[src/hw/rtl/assert_macros.svh]
// shared assertion wrappers, all checks sampled on the rising clock edge
`ifndef ASSERT_MACROS_SVH
`define ASSERT_MACROS_SVH

// same-cycle implication
`define ASSERT_NOW(label, clk, rst_n, ante, cons) \
    label: assert property (@(posedge clk) disable iff (!rst_n) (ante) |-> (cons)) \
        else $error("assertion failed");

// next-cycle implication
`define ASSERT_NEXT(label, clk, rst_n, ante, cons) \
    label: assert property (@(posedge clk) disable iff (!rst_n) (ante) |=> (cons)) \
        else $error("assertion failed");

`endif

[src/hw/rtl/gfam_pkg.sv]
`default_nettype none

package gfam_pkg;

    localparam int unsigned LANES = 8;

    localparam logic [7:0] GF_POLY_LOW = 8'h1b;

    typedef enum logic [1:0] {
        FUNC_MUL        = 2'd0,
        FUNC_AFFINE     = 2'd1,
        FUNC_AFFINE_INV = 2'd2
    } func_t;

    // fields the lanes need at the transform stage
    typedef struct packed {
        logic [1:0]  func;
        logic [63:0] rows;
        logic [7:0]  imm;
    } lane_ctl_t;

    // shift-and-add multiply in GF(2^8), reduced by 0x11b
    function automatic logic [7:0] gf_mul(input logic [7:0] a, input logic [7:0] b);
        logic [7:0] acc;
        logic [7:0] aa;
        acc = '0;
        aa  = a;
        for (int k = 0; k < 8; k++) begin
            if (b[k]) begin
                acc = acc ^ aa;
            end
            aa = {aa[6:0], 1'b0} ^ (aa[7] ? GF_POLY_LOW : 8'h00);
        end
        return acc;
    endfunction

    // squaring is linear over GF(2), synthesis folds it into xors
    function automatic logic [7:0] gf_sq(input logic [7:0] a);
        return gf_mul(a, a);
    endfunction

    // result bit n is parity of (row 7-n AND x) xor imm bit n
    function automatic logic [7:0] gf_affine(input logic [7:0] x, input logic [63:0] rows,
                                             input logic [7:0] c);
        logic [7:0] out;
        for (int n = 0; n < 8; n++) begin
            out[n] = (^(rows[8 * (7 - n) +: 8] & x)) ^ c[n];
        end
        return out;
    endfunction

endpackage

`default_nettype wire

[src/hw/rtl/gfam_merge.sv]
`default_nettype none

module gfam_merge (
    input  logic             clk,
    input  logic             rst_n,
    input  logic             s3_valid,
    input  logic [7:0][7:0]  lane_res,
    input  logic             rsp_stall,
    output logic             adv,
    output logic             rsp_valid,
    output logic [63:0]      result
);
    import gfam_pkg::*;

    logic        valid_reg;
    logic [63:0] result_reg;
    logic [63:0] result_next;

    // the whole pipe moves unless a finished result is held
    assign adv = !valid_reg || !rsp_stall;

    // lane i lands in byte i
    assign result_next = lane_res;

    always_ff @(posedge clk or negedge rst_n)
    begin
        if (!rst_n)
        begin
            valid_reg <= 1'b0;
        end
        else if (adv)
        begin
            valid_reg <= s3_valid;
        end
    end

    always_ff @(posedge clk)
    begin
        if (adv)
        begin
            result_reg <= result_next;
        end
    end

    assign rsp_valid = valid_reg;
    assign result    = result_reg;

endmodule

`default_nettype wire

[config.mk]
export PLATFORM = sky130hd
export DESIGN_NAME = gfam_merge
export DESIGN_NICKNAME = d
export VERILOG_FILES = /design/src/hw/rtl/assert_macros.svh /design/src/hw/rtl/gfam_pkg.sv /design/src/hw/rtl/gfam_merge.sv
export SDC_FILE = /design/constraint.sdc
export NUM_CORES = 1
export LEC_CHECK = 0
export BUFFER_PORTS_ARGS = -buffer_cell sky130_fd_sc_hd__buf_2
export CORE_ASPECT_RATIO = 0.5
export CORE_UTILIZATION = 30
export DETAILED_ROUTE_END_ITERATION = 10
export GPL_TIMING_DRIVEN = 0
export HOLD_SLACK_MARGIN = 0.03
export PLACE_DENSITY = 0.67
export SLEW_MARGIN = 20
export SYNTH_ARGS = -nofsm -noshare
export SYNTH_HDL_FRONTEND = slang
export SYNTH_SLANG_ARGS = --single-unit
[constraint.sdc]
create_clock -name clk -period 3.13 [get_ports clk]
set_input_delay 0.626 -clock clk [delete_from_list [all_inputs] [get_ports clk]]
set_output_delay 0.626 -clock clk [all_outputs]
set_load 0.005 [all_outputs]
After elaboration in Yosys (flattened, before gate mapping):

Cells that the tools add are included.

* output and inout bits: 66
* input port bits: 68
* logic and storage cells: 5
* register bits: 65

* reduce and logical (&&, ||, !) cells: 3

Operators by type and width (count)
* 1-bit logical NOT: 2
* 1-bit logical OR: 1

Longest topological paths before layout:

* word-level depth: 2
* mapped depth: 1
* depth with buffers taken out: 1

Least setup slack after synthesis:

No wires, ideal clock.

* kind: input to output
* from: in rsp_stall
* to: out adv
* slack: 0.487 ns
* data required time: 2.504 ns
* buffers on the path: 0
* data arrival time: 2.017 ns
* cell stages on the path: 1
* cells stage by stage: nand2_1

* word-level cells in the longest chain between the ends: 2

RTL lines
* from (decl): RTL line gfam_merge.sv:8 `input logic rsp_stall,`
* 1-bit logical NOT: RTL line gfam_merge.sv:20 `assign adv = !valid_reg || !rsp_stall;`
* 1-bit logical OR: RTL line gfam_merge.sv:20
* to (decl): RTL line gfam_merge.sv:9 `output logic adv,`

Every way passes these cells.

Worst setup path in the final report:

* from: reg valid_reg, in the netlist rsp_valid
* to: out adv

* word-level cells in the longest chain between the ends: 2

RTL lines
* from (decl): RTL line gfam_merge.sv:15 `logic valid_reg;`
* from (signal assigned): RTL line gfam_merge.sv:33 `valid_reg <= s3_valid;`
* 1-bit logical NOT: RTL line gfam_merge.sv:20
* 1-bit logical OR: RTL line gfam_merge.sv:20

Every way passes these cells.

==> results.rst <==
.. list-table::
   :header-rows: 1

   * - Metric
     - Value
   * - Cell taking the most area after synthesis
     - sky130_fd_sc_hd__edfxtp_1
   * - Crit path launch type
     - register
   * - Share of synthesized area occupied by flip-flops and latches
     - 99.4%
   * - # hold bufs at CTS
     - 0
   * - Number of buffers on the longest clock path
     - 2
   * - Routed length per placed instance
     - 14.5 um
   * - Number of cells on the worst reg-to-reg path
     - 2
   * - Global placement routability congestion
     - 0.712
   * - Critical path buffers and inverters
     - 2
   * - Port Buffer Count
     - ~130
   * - Proportion of register bits with asynchronous set or reset after synthesis
     - 1.54%
   * - Slowest CP cell
     - sky130_fd_sc_hd__dfrtp_1
   * - Reg power frac
     - approximately 50%
   * - Dominant cells by area after synthesis
     - sky130_fd_sc_hd__edfxtp_1 98%, sky130_fd_sc_hd__dfrtp_1 1.3%, sky130_fd_sc_hd__a21o_1 0.38%, sky130_fd_sc_hd__nand2_1 0.19%
   * - MaxCap Viol Count
     - 0
   * - Clock network latency to the later pin of the worst-skew pair
     - 0.31 ns
   * - R2R Path End
     - result[26]$_DFFE_PP_
   * - Mux share of post-synthesis cell area
     - 0%
   * - CTS tree
     - built
   * - Critical-path cell list
     - nand2_4 > buf_16 > buf_2
   * - Most common library cells after synthesis
     - 64 x sky130_fd_sc_hd__edfxtp_1, 1 x sky130_fd_sc_hd__a21o_1, 1 x sky130_fd_sc_hd__dfrtp_1, 1 x sky130_fd_sc_hd__nand2_1
   * - Y dimension of the die
     - around 60 um
   * - Synth Area in Compound Gates
     - 0.383%
   * - Setup violators final
     - 0
   * - Unique masters post-synth
     - 4
   * - Synthesis-stage register bit count
     - 65
   * - Total of cells resized after clock tree synthesis
     - 0
   * - Top_reg_cell synth
     - sky130_fd_sc_hd__edfxtp_1
   * - Adder-cell share of the synthesized area
     - 0%
   * - Global-route wire length before repair
     - 6200 um
   * - Status
     - finished clean
   * - Fraction of final layout cells with drive strength greater than 1
     - 67.6%
   * - Yosys warns
     - 0
   * - Switching part of the total
     - a little under a fifth
   * - P_leak
     - 0.00134 uW
   * - Mapped Avg Cell Area
     - 29.2 um^2
   * - Internal power consumption
     - 1700 uW
   * - Clock buffers created by TritonCTS
     - 9
   * - Origin of the critical flop-to-flop path
     - rsp_valid$_DFFE_PN0P_
   * - Violation count after the first detailed-route iteration
     - 36
   * - Ports
     - about 130
   * - Total power density per cell area
     - 689 mW/mm^2
   * - Buffer type at the clock tree root
     - sky130_fd_sc_hd__clkbuf_16
   * - Number of antenna-violating nets in the routed design
     - 0
   * - Hold violation count in the final report
     - 0
   * - Post-CTS Setup Bufs
     - 0
   * - Non-filler cells in the finished layout
     - 304
   * - Arrival time reported for the critical path endpoint
     - 1.32 ns
   * - Share of the core filled with cells in the final layout
     - around half
   * - Maximum number of pins on one net before global-route repair
     - 65
   * - RSZ-0062 raised after global routing
     - false
   * - Class of the tightest hold or removal check
     - input pin to async pin
   * - Slack of the worst reg-to-reg path
     - 1.96 ns
   * - Floorplan die width
     - 116 um
   * - Aggregate global routing overflow
     - 0
   * - Final Net Count
     - 280
   * - Combined global-route utilization of all metal layers
     - between 10 and 15%
   * - TNS Setup
     - 0 ns
   * - Simple-gate portion of the synthesized area
     - 0.192%
   * - Tightest slew margin relative to the limit
     - 79.1%
   * - Power share of the combinational group
     - roughly 6.6%
   * - Std cell rows
     - 20
   * - Half-perimeter wire length after placement
     - 3140 um
   * - Peak clock frequency supported by timing
     - ~510 MHz
   * - Worst clock skew
     - 0.00565 ns
   * - Floorplan die area
     - 0.00687 mm^2
   * - Critical path peak fanout
     - 64
   * - # placed instances
     - 289
   * - Via count of the first global-routing pass
     - 1222
   * - Clock-pin slew of the registers on the worst-case setup and hold paths
     - 0.05 ns
   * - Initial antenna violation count
     - 0
   * - Placeable core region
     - 0.00618 mm^2
   * - Number of diodes added for antenna fixing
     - 0
   * - Sequential cell area in the final layout
     - 0.00195 mm^2
   * - Maximum VDD drop
     - 0.382 mV
   * - Final min period
     - roughly 2 ns
   * - Most frequently used cell type in the post-synthesis netlist
     - sky130_fd_sc_hd__edfxtp_1
   * - Initial standard-cell utilization of the core
     - between 30% and 40%
   * - Router iterations before antenna repair
     - 4
   * - Fraction of synthesized cell area in xor and xnor cells
     - 0%
   * - Share of power burned in the clock network
     - 43.5%
   * - Share of the synthesized area in the top cell type
     - 98.1%
   * - Number of enable flip-flop cells after synthesis
     - 64
   * - Critical path data required time
     - 2.50 ns
   * - Count of unresolved DRC violations after routing
     - 0
   * - Crit share post-route
     - 62.1%
   * - Total standard cell area after synthesis
     - 0.00196 mm^2
   * - Num Clock Sinks
     - 65
   * - Post-Synthesis Net Count
     - 135
   * - H-tree levels
     - 3
   * - Synthesis-to-layout area growth
     - 55.5%
   * - Critical Path Max Stage Delay
     - between 0.4 and 0.5 ns
   * - Setup Crit Path Kind
     - register to output port
   * - Cells after synthesis
     - 67
   * - Flip-flop count of the largest register, all copies and words added
     - 64
   * - Power spent charging and discharging nets
     - slightly below 400 uW
   * - Via count
     - 1201
   * - Actual slew at the worst max-slew pin
     - 0.313 ns
   * - Crit path max-delay family
     - buffers and inverters
   * - Total routed wirelength
     - 4400 um
   * - Combinational family with the most area after synthesis
     - compound AO/OA/AOI/OAI gates
   * - Multi-input gate area in the final layout
     - between 15 and 20 um^2
   * - Number of pins exceeding their max-slew limit in the final report
     - 0
   * - Category of the worst setup path capture point
     - output port
   * - Number of inserted filler cells in the final layout
     - 531
   * - Mean number of vias per cell
     - 3.95
==> per-layer routing <==
layer	vias up	routed length [um]	global-route usage [%]
met5	-	0	0
met2	22	2720	25.1
li1	566	-	-
met1	611	1550	13.1
met3	2	99	6.54
met4	0	27	4.95
==> worst max-delay path by stage <==
stage	cells past startpoint	startpoint	end	slack, ns
floorplan	1	rsp_stall	adv	0.49
global route	3	rsp_valid$_DFFE_PN0P_	adv	1.11
detailed placement	4	rsp_stall	adv	1.18
CTS	3	rsp_valid$_DFFE_PN0P_	adv	1.15
global placement	3	rsp_stall	adv	-0.34
finish	3	rsp_valid$_DFFE_PN0P_	adv	1.19
==> final cells by class <==
class                      instances  area share (%)
clock inverter                     6            1.64
tap                               88            3.62
timing repair buffer             134            22.8
multi-input combinational          2           0.617
clock buffer                       9            7.40
sequential                        65            64.0
==> placed cells by master, fill, tap and decap left out, drive strengths merged <==
cell / n
buf: 134
dfrtp: 1
clkbuf: 9
bufinv: 1
clkinv: 5
nand2: 1
edfxtp: 64
a21o: 1
==> worst register-to-register path, cell delays in order (launching register included) <==
cell                      delay (ns)
sky130_fd_sc_hd__dfrtp_1        0.41
sky130_fd_sc_hd__nand2_4        0.11
sky130_fd_sc_hd__buf_16         0.29
==> logic make-up after synthesis <==
logic type       Yosys count
AND/OR/NAND/NOR            1
AO/OA/AOI/OAI              1
flip-flops                65
==> per-stage QoR <==
stage	area (um^2)	power (uW)	worst slack [ns]	hold slack, ns
finish	3040	2100	1.19	0.0744
global route	3040	2180	1.11	0.0538
CTS	3040	2130	1.15	0.0586
detailed placement	2770	1200	1.18	0.402
global placement	2730	1190	-0.343	0.402
floorplan	1960	1090	0.487	0.330
==> power by group through the flow <==
stage                     Sequential (uW)  Combinational (uW)  Clock [uW]
after floorplan                      1070                16.2           0
after global placement               1060                 130           0
after detailed placement             1060                 141           0
after CTS                            1050                 142         940
after global routing                 1050                 151         981
final                                1050                 139         913
(Power assumes the default switching activity.)
