--- config.mk ---
export PLATFORM = sky130hd
export DESIGN_NAME = gfam_lane
export DESIGN_NICKNAME = d
export VERILOG_FILES = /design/src/hw/rtl/assert_macros.svh /design/src/hw/rtl/gfam_pkg.sv /design/src/hw/rtl/gfam_lane.sv
export SDC_FILE = /design/constraint.sdc
export NUM_CORES = 1
export LEC_CHECK = 0
export ABC_AREA = 1
export BUFFER_PORTS_ARGS = -buffer_cell sky130_fd_sc_hd__buf_2
export CORE_UTILIZATION = 49
export CTS_BUF_LIST = sky130_fd_sc_hd__clkbuf_8
export CTS_CLUSTER_DIAMETER = 150
export DETAILED_ROUTE_END_ITERATION = 12
export PLACE_DENSITY = 0.67
export SLEW_MARGIN = 25
export SYNTH_ARGS = -nofsm -noshare
export SYNTH_HDL_FRONTEND = slang
export SYNTH_SLANG_ARGS = --single-unit
--- constraint.sdc ---
create_clock -name clk -period 15.7 [get_ports clk]
set_input_delay 3.14 -clock clk [delete_from_list [all_inputs] [get_ports clk]]
set_output_delay 3.14 -clock clk [all_outputs]
set_load 0.1 [all_outputs]
--- src/hw/rtl/assert_macros.svh ---
// shared assertion wrappers, all checks sampled on the rising clock edge
`ifndef ASSERT_MACROS_SVH
`define ASSERT_MACROS_SVH

// same-cycle implication
`define ASSERT_NOW(label, clk, rst_n, ante, cons) \
    label: assert property (@(posedge clk) disable iff (!rst_n) (ante) |-> (cons)) \
        else $error("assertion failed");

// next-cycle implication
`define ASSERT_NEXT(label, clk, rst_n, ante, cons) \
    label: assert property (@(posedge clk) disable iff (!rst_n) (ante) |=> (cons)) \
        else $error("assertion failed");

`endif

--- src/hw/rtl/gfam_pkg.sv ---
`default_nettype none

package gfam_pkg;

    localparam int unsigned LANES = 8;

    localparam logic [7:0] GF_POLY_LOW = 8'h1b;

    typedef enum logic [1:0] {
        FUNC_MUL        = 2'd0,
        FUNC_AFFINE     = 2'd1,
        FUNC_AFFINE_INV = 2'd2
    } func_t;

    // fields the lanes need at the transform stage
    typedef struct packed {
        logic [1:0]  func;
        logic [63:0] rows;
        logic [7:0]  imm;
    } lane_ctl_t;

    // shift-and-add multiply in GF(2^8), reduced by 0x11b
    function automatic logic [7:0] gf_mul(input logic [7:0] a, input logic [7:0] b);
        logic [7:0] acc;
        logic [7:0] aa;
        acc = '0;
        aa  = a;
        for (int k = 0; k < 8; k++) begin
            if (b[k]) begin
                acc = acc ^ aa;
            end
            aa = {aa[6:0], 1'b0} ^ (aa[7] ? GF_POLY_LOW : 8'h00);
        end
        return acc;
    endfunction

    // squaring is linear over GF(2), synthesis folds it into xors
    function automatic logic [7:0] gf_sq(input logic [7:0] a);
        return gf_mul(a, a);
    endfunction

    // result bit n is parity of (row 7-n AND x) xor imm bit n
    function automatic logic [7:0] gf_affine(input logic [7:0] x, input logic [63:0] rows,
                                             input logic [7:0] c);
        logic [7:0] out;
        for (int n = 0; n < 8; n++) begin
            out[n] = (^(rows[8 * (7 - n) +: 8] & x)) ^ c[n];
        end
        return out;
    endfunction

endpackage

`default_nettype wire

--- src/hw/rtl/gfam_lane.sv ---
`default_nettype none

module gfam_lane (
    input  logic                clk,
    input  logic                adv,
    input  logic [1:0]          func_in,
    input  logic [7:0]          x,
    input  logic [7:0]          b,
    input  gfam_pkg::lane_ctl_t ctl,
    output logic [7:0]          res
);
    import gfam_pkg::*;

    logic [7:0] src1_reg;
    logic [7:0] cube_reg;
    logic [7:0] sq_reg;
    logic [7:0] src2_reg;
    logic [7:0] pow15_reg;
    logic [7:0] pow14_reg;
    logic [7:0] src3_reg;
    logic [7:0] inv_reg;

    logic [7:0] src1_next;
    logic [7:0] pow12;

    // multiply mode carries the product, affine modes carry x itself
    always_comb
    begin
        if (func_t'(func_in) == FUNC_MUL)
        begin
            src1_next = gf_mul(x, b);
        end
        else
        begin
            src1_next = x;
        end
    end

    assign pow12 = gf_sq(gf_sq(cube_reg));

    // x^254 by chain x^3, x^12, x^15 and x^14, then x^240 * x^14
    always_ff @(posedge clk)
    begin
        if (adv)
        begin
            src1_reg  <= src1_next;
            cube_reg  <= gf_mul(gf_sq(x), x);
            sq_reg    <= gf_sq(x);
            src2_reg  <= src1_reg;
            pow15_reg <= gf_mul(pow12, cube_reg);
            pow14_reg <= gf_mul(pow12, sq_reg);
            src3_reg  <= src2_reg;
            inv_reg   <= gf_mul(gf_sq(gf_sq(gf_sq(gf_sq(pow15_reg)))), pow14_reg);
        end
    end

    always_comb
    begin
        unique case (func_t'(ctl.func))
            FUNC_MUL:        res = src3_reg;
            FUNC_AFFINE:     res = gf_affine(src3_reg, ctl.rows, ctl.imm);
            FUNC_AFFINE_INV: res = gf_affine(inv_reg, ctl.rows, ctl.imm);
            default:         res = '0;
        endcase
    end

endmodule

`default_nettype wire

== Word level (Yosys, flattened, before mapping) ==
Cells that the tools add are included.
Cells by class
  eq/ne operators: 2
  reduce and logical (&&, ||, !) cells: 18
  multiplexer cells: 243
  bitwise operators: 186
Operator list (count)
  8-bit two-way mux: 172
  8-bit XOR: 84
  8-bit by 5-bit XOR with 8-bit output: 70
  5-bit two-way mux: 70
  8-bit AND: 16
  8-bit parity: 16
  8-bit one-hot mux with 3 select lines: 1
  1-bit XOR: 16
  2-bit logical NOT: 2
  2-bit by 1-bit == test with 1-bit output (second input constant): 1
  2-bit == test (second input constant): 1
Storage, ports and cells
  bits of input ports: 94
  register bits: 64

== Logic depth before layout (Yosys ltp) ==
Gate-level depths: netlist (run 1).
  depth in word-level cells: 114
  depth in mapped cells: 73
  gate-level depth less buffers: 71

== Worst setup path after synthesis (run 1) ==
No wires, ideal clock.
  kind: in2out
  start: in ctl[72] (netlist bit)
  end: out res[3]
  arrival time: 5658 ps
  slack: 6902 ps
  stages on the path: 10
  cell sequence: inv_1 ha_1 buf_1 inv_1 a21oi_1 o21ai_0 nand2_1 xor2_1 nand2_1 a21oi_1
On the way
  longest elaborated chain between the ends: 2
Ends and longest elaborated chain
  from (decl): RTL line gfam_lane.sv:9  | input gfam_pkg::lane_ctl_t ctl,
  2-bit == test, or another cell as far along: RTL line gfam_lane.sv:59  | unique case (func_t'(ctl.func))
  8-bit one-hot mux with 3 select lines (*): RTL line gfam_lane.sv:59
  to (decl): RTL line gfam_lane.sv:10  | output logic [7:0] res
Every way passes the cells marked *; elsewhere a longest branch is shown, timed or not.

== Final worst setup path (run 1) ==
  start: reg pow15_reg[5]
  end: reg inv_reg[4] (data pin)
On the way
  longest elaborated chain between the ends: 112
Ends and longest elaborated chain
  from (decl): RTL line gfam_lane.sv:18  | logic [7:0] pow15_reg;
  from (signal assigned): RTL line gfam_lane.sv:50  | pow15_reg <= gf_mul(pow12, cube_reg);
  8-bit by 5-bit XOR with 8-bit output or 8-bit two-way mux (tied branches): RTL line gfam_pkg.sv:32, gfam_pkg.sv:29
  8-bit XOR or 8-bit two-way mux (tied branches): RTL line gfam_pkg.sv:30, gfam_lane.sv:44
  8-bit two-way mux or 8-bit XOR (tied branches): RTL line gfam_pkg.sv:29, gfam_pkg.sv:30
  8-bit two-way mux (on tied branches): RTL line gfam_lane.sv:44, gfam_pkg.sv:29
  8-bit XOR or 8-bit two-way mux (tied branches): RTL line gfam_pkg.sv:30, gfam_lane.sv:44
  8-bit two-way mux or 8-bit XOR (tied branches): RTL line gfam_pkg.sv:29, gfam_pkg.sv:30
  8-bit two-way mux (on tied branches): RTL line gfam_lane.sv:44, gfam_pkg.sv:29
  8-bit XOR or 8-bit two-way mux (tied branches): RTL line gfam_pkg.sv:30, gfam_lane.sv:44
  [96 not listed]
  8-bit XOR: RTL line gfam_pkg.sv:30  | acc = acc ^ aa;
  8-bit two-way mux: RTL line gfam_pkg.sv:29  | if (b[k]) begin
  8-bit two-way mux: RTL line gfam_lane.sv:44  | if (adv)
  8-bit XOR: RTL line gfam_pkg.sv:30
  8-bit two-way mux: RTL line gfam_pkg.sv:29
  8-bit two-way mux: RTL line gfam_lane.sv:44
  8-bit XOR: RTL line gfam_pkg.sv:30
  8-bit two-way mux (*): RTL line gfam_pkg.sv:29
  to (signal assigned): RTL line gfam_lane.sv:53  | inv_reg <= gf_mul(gf_sq(gf_sq(gf_sq(gf_sq(pow15_reg)))), pow14_reg);
  to (decl): RTL line gfam_lane.sv:21  | logic [7:0] inv_reg;
Every way passes the cells marked *; elsewhere a longest branch is shown, timed or not. The select of a mux whose other input is x is not followed.
A chain may end at the register's enable or synchronous reset.

==> flow_summary.ini, run 1 <==
[run_status]
status = complete, no violations

[global_route]
grt_pass1_wl_um = 81200
antenna_found_initial = 0
grt_remaining_overflow = 0
grt_util_all_layers = 0.265
grt_max_degree = 65
first_global_vias = 17500

[synth]
synth_top_area_share = 0.285
netlist_area_sq_mm = 0.0176
avgSynthCellArea_sq_um = 5.56
ys_ff_latch = 64
yosysSeqAreaShare = 0.109
synth-compound-area-share = 0.0306
synth_xor_area_frac = 0.274
synthCells = 3168
synth_cell_types = 39
synth_area_leaders = nand2_1 28%, xor2_1 14%, xnor2_1 13%
synth_nets = 3272
synth.largest_area_cell = nand2_1
synth_top_family_by_area = simple AND/OR/NAND/NOR gates
synth_adder_area_share = 0.00711
synthMuxAreaShare = 0.00171
yosys_warnings = 0
synthSimpleGateAreaFrac = 0.488

[setup_path]
cp_max_fo = 22
critPathMaxStageDelay_ps = 870
worstSetupEndpointType = flop
worstPathArrival_ps = 8510
required_ps = 15840
worstSetupPathDepth = 54
crit_family = simple AND/OR/NAND/NOR gates
cp-start-kind = flop
critPathBufInv = 4
worstSetupPathType = flop to flop
cp_common_cell = nand2_1
rr_worst_depth = 54
cpMaxStageDelayCell = edfxtp_1

[timing]
finalHoldViolCount = 0
fin_crit_ps = 8370
finalCritPeriodShare = 0.533
fin_skew_ps = 18.8
max_freq_mhz = 119
tns_ps = 0
setup_viol = 0
tightest_slew_ps = 958
rsz0062_at_grt = no
relSlewSlack = 0.359
finalMaxSlewViolations = 0

[cts]
cts_buffers = 9
cts_tree = built
post_cts.repair.setup_buffers = 0
holdBufCountCts = 0
cts-htree-levels = 3
clock_sinks = 64
clockRootBuffer = clkbuf_8
cts_resized = 0
clock_latency_ps = 380
cts_buffer_depth = 2
clk_pin_slew_ps = 90

[final_layout]
nets = 3301
antennaDiodeCount = 0
fillers = 3694
drive_above_1_share = 0.0843
syn_to_final_growth_pct = 5.34

[routing]
drtIter0Drc = 1415
drt_pass1_iterations = 6
wl_per_cell_um = 13.4
vias = 18900
drcViolationCount = 0
final_antenna_net_count = 0
vias_per_cell = 5.16
routed_wl_um = 48900

[placement]
numPortBuffers = 101
hpwl_um = 38500
place.gp.congestion = 0.927

[floorplanning]
dieArea_sq_mm = 0.0367
rows = 69
die_w_um = 192
die_y_um = 192
start_util = 0.496
core_area_sq_mm = 0.0355
io_pins = 102

[min_path]
hold_path.class = flop to flop
hold_depth = 0

[job]
drv_cap = 0
-- cell usage after synthesis, drive strengths merged --
library cell / count
nand2: 1412
nand3: 350
inv: 303
xor2: 288
xnor2: 260
nor2: 241
edfxtp: 64
clkbuf: 48
o21ai: 46
buf: 38
a21oi: 37
nand4: 16
or2: 16
nand3b: 11
ha: 10
clkinv: 9
a21boi: 8
mux2i: 3
o22ai: 3
o211ai: 2
o21bai: 2
o211a: 1
-- per-layer routing --
layer  vias to the layer above  track usage  part of all wire
li1                       9801            -                 -
met1                      8502        0.353              0.46
met2                       549        0.453              0.47
met3                        66       0.0250             0.053
met4                         0       0.0693             0.017
met5                         -            0                 0
-- layout by cell type, fill, tap and decap left out, types with 3 or more instances in the layout --
cell type / count
o21ai_0: 43
nand3_2: 14
or2_2: 13
a21oi_1: 36
inv_1: 268
nor2_1: 234
nand2_4: 9
edfxtp_1: 64
clkinv_1: 9
xnor2_1: 260
nand2_1: 1335
mux2i_1: 3
nand3b_1: 11
xor2_1: 286
ha_1: 10
o21ai_1: 3
nor2_2: 5
nand3_1: 335
clkbuf_8: 9
or2_1: 3
buf_4: 3
nand2_2: 68
o22ai_1: 3
nand4_1: 16
buf_2: 101
a21boi_0: 8
inv_2: 33
-- cell type report --
| class | count | area, sq um | area share |
|---|---|---|---|
| multi-input combinational | 2706 | 14100 | 0.761 |
| timing repair buffer | 104 | 528 | 0.0285 |
| tap | 461 | 577 | 0.0311 |
| clock buffer | 9 | 124 | 0.00668 |
| inverter | 312 | 1180 | 0.0634 |
| clock inverter | 7 | 103 | 0.00553 |
| sequential | 64 | 1920 | 0.104 |
-- logic make-up after synthesis --
group           count (synthesis)
fa+ha+maj                      10
xor+xnor                      548
compound gates                 99
buf+inv                       398
simple gates                 2046
flops                          64
mux                             3
-- stage by stage --
step	hold slack, ps	instance area [sq um]	setup slack (ps)	utilization	cells
2_1_floorplan	400	17600	6900	-	3168
3_3_place_gp	401	18300	7420	0.516	3647
3_5_place_dp	405	18300	7380	0.516	3647
4_1_cts	417	18500	7370	0.523	3663
5_1_grt	420	18500	6390	0.523	3663
6_report	419	18500	7330	0.523	3663
-- final timing paths --
check | start | end | slack [ps]
worst max-delay path | pow15_reg[5] | inv_reg[4] | 7330
worst max register to register | pow15_reg[5] | inv_reg[4] | 7330
worst min register to register | src2_reg[3] | src3_reg[3] | 420
worst min-delay path | src2_reg[3] | src3_reg[3] | 420
Power of run 1 is not shown: default switching activity piles up to over one toggle a cycle in this logic, so the estimate is an artifact.
==> run 2: changes to the inputs <==
--- a/config.mk
+++ b/config.mk
@@ -11,7 +11,7 @@
 export CTS_BUF_LIST = sky130_fd_sc_hd__clkbuf_8
 export CTS_CLUSTER_DIAMETER = 150
 export DETAILED_ROUTE_END_ITERATION = 12
-export PLACE_DENSITY = 0.67
+export PLACE_DENSITY = 0.7
 export SLEW_MARGIN = 25
 export SYNTH_ARGS = -nofsm -noshare
 export SYNTH_HDL_FRONTEND = slang
==> constraint.sdc (replaced) <==
create_clock -name clk -period 7.1 [get_ports clk]
set_input_delay 1.42 -clock clk [delete_from_list [all_inputs] [get_ports clk]]
set_output_delay 1.42 -clock clk [all_outputs]
set_load 0.1 [all_outputs]
==> run 2 against run 1 <==
Against the previous run:
- hold slack improved by 2.2 ps
- die area did not move
- cell count grew 3.1%
- clock-buffer cell count did not move
- critical path type unchanged
==> flow_summary.ini, run 2 (synthesis results as in run 1) <==
[placement]
pre_cts_slack_ps = -25.8
numPortBuffers = 101
place.gp.congestion = 0.977
hpwl_um = 39700
dp_cells = 3694

[timing]
relSlewSlack = 0.325
tightest_slew_ps = 1010
fin_crit_ps = 6650
finalCritPeriodShare = 0.937
holdWs_ps = 421
rsz0062_at_grt = yes
fin_skew_ps = 19.5
finalMaxSlewViolations = 0
max_freq_mhz = 150
finalHoldViolCount = 0
setup_viol = 0
setup_slack_ps = 448

[min_path]
hold_path.class = flop to flop

[routing]
drcViolationCount = 0
vias = 19800
wl_per_cell_um = 13.8
routed_wl_um = 52000
final_antenna_net_count = 0
drtIter0Drc = 1543
drt_pass1_iterations = 6
vias_per_cell = 5.23

[floorplanning]
die_w_um = 192
die_y_um = 192
start_util = 0.496
io_pins = 102
core_area_sq_mm = 0.0355
dieArea_sq_mm = 0.0367
rows = 69

[final_layout]
stdcell_count = 3775
drive_above_1_share = 0.155
nets = 3413
syn_to_final_growth_pct = 15.0
layout_common_cells = 1,258 x nand2_1, 308 x nand3_1, 282 x xor2_1, 263 x inv_1, 257 x xnor2_1
final_common_cell = nand2_1
fillers = 3517
antennaDiodeCount = 0

[global_route]
antenna_found_initial = 0
grt_util_all_layers = 0.269
first_global_vias = 17300
grt_pass1_wl_um = 82100
grt_max_degree = 65
grt_remaining_overflow = 0

[cts]
cts-htree-levels = 3
clock_sinks = 64
cts_buffers = 9
cts_buffer_depth = 2
clk_pin_slew_ps = 100
clockRootBuffer = clkbuf_8
clock_latency_ps = 380
holdBufCountCts = 0
cts_tree = built

[job]
drv_cap = 0

[run_status]
status = complete, no violations

[setup_path]
required_ps = 7230
worstSetupPathType = flop to flop
cp-start-kind = flop
critPathMaxStageDelay_ps = 480
cp_common_cell = nand2_1
worstSetupEndpointType = flop
cpMaxStageDelayCell = edfxtp_1
cp_max_fo = 7
worstPathArrival_ps = 6780
==> run 2: cell types whose count changed in the layout (fill, tap and decap cells not counted), moves of 9 or more <==
cell,delta
nand2_2,+45
nor2_1,-9
nand2_4,+33
buf_4,+99
nand2_1,-77
nand3_1,-27
nand3_2,+23
==> run 2: path summary, 6_finish.rpt <==
check / startpoint / endpoint / slack (ps) / cells after the start
min reg2reg: src2_reg[4] / src3_reg[4] / 420 / 0
max: pow15_reg[7] / inv_reg[5] / 450 / 56
max reg2reg: pow15_reg[7] / inv_reg[5] / 450 / 56
min: src2_reg[4] / src3_reg[4] / 420 / 0
==> run 2: metal layers <==
layer,GRT usage,vias to the layer above,share of wire
met3,0.0264,86,0.060
met5,0,-,0
met2,0.451,625,0.47
met4,0.0607,0,0.018
met1,0.369,8997,0.45
li1,-,10100,-
==> run 2: stage by stage <==
| step | area (sq um) | utilization | TNS, ps |
|---|---|---|---|
| 2_1_floorplan | 17600 | - | 0 |
| 3_3_place_gp | 18700 | 0.526 | 0 |
| 3_5_place_dp | 18700 | 0.526 | -26.3 |
| 4_1_cts | 18900 | 0.533 | 0 |
| 5_1_grt | 20200 | 0.571 | -685 |
| 6_report | 20200 | 0.571 | 0 |
==> run 2: area by class of cell <==
| cell class | count | area (sq um) | area share |
|---|---|---|---|
| Multi-Input combinational cell | 2711 | 14900 | 0.735 |
| Sequential cell | 64 | 1920 | 0.0949 |
| Clock inverter | 7 | 125 | 0.00618 |
| Tap cell | 461 | 577 | 0.0285 |
| Inverter | 312 | 1210 | 0.0598 |
| Timing Repair Buffer | 211 | 1400 | 0.0691 |
| Clock buffer | 9 | 124 | 0.00612 |
==> run 2: timing repair <==
item	CTS	global route
setup endpoints to repair	6	8
cloned	0	6
gates resized for setup	2	203
pin swaps	0	53
setup buffers	0	59
==> run 2: critical path: cells and delay by family (launching register included) <==
family                     cells  cell delay (ps)
DFF                            1              480
AOI/OAI and AO/OA              1              240
xor gates and xnor gates       1              190
buffers and inverters          9              810
and+or+nand+nor               44             4360
adders and majority gates      1              310
Power of run 2 is left out for the same reason.
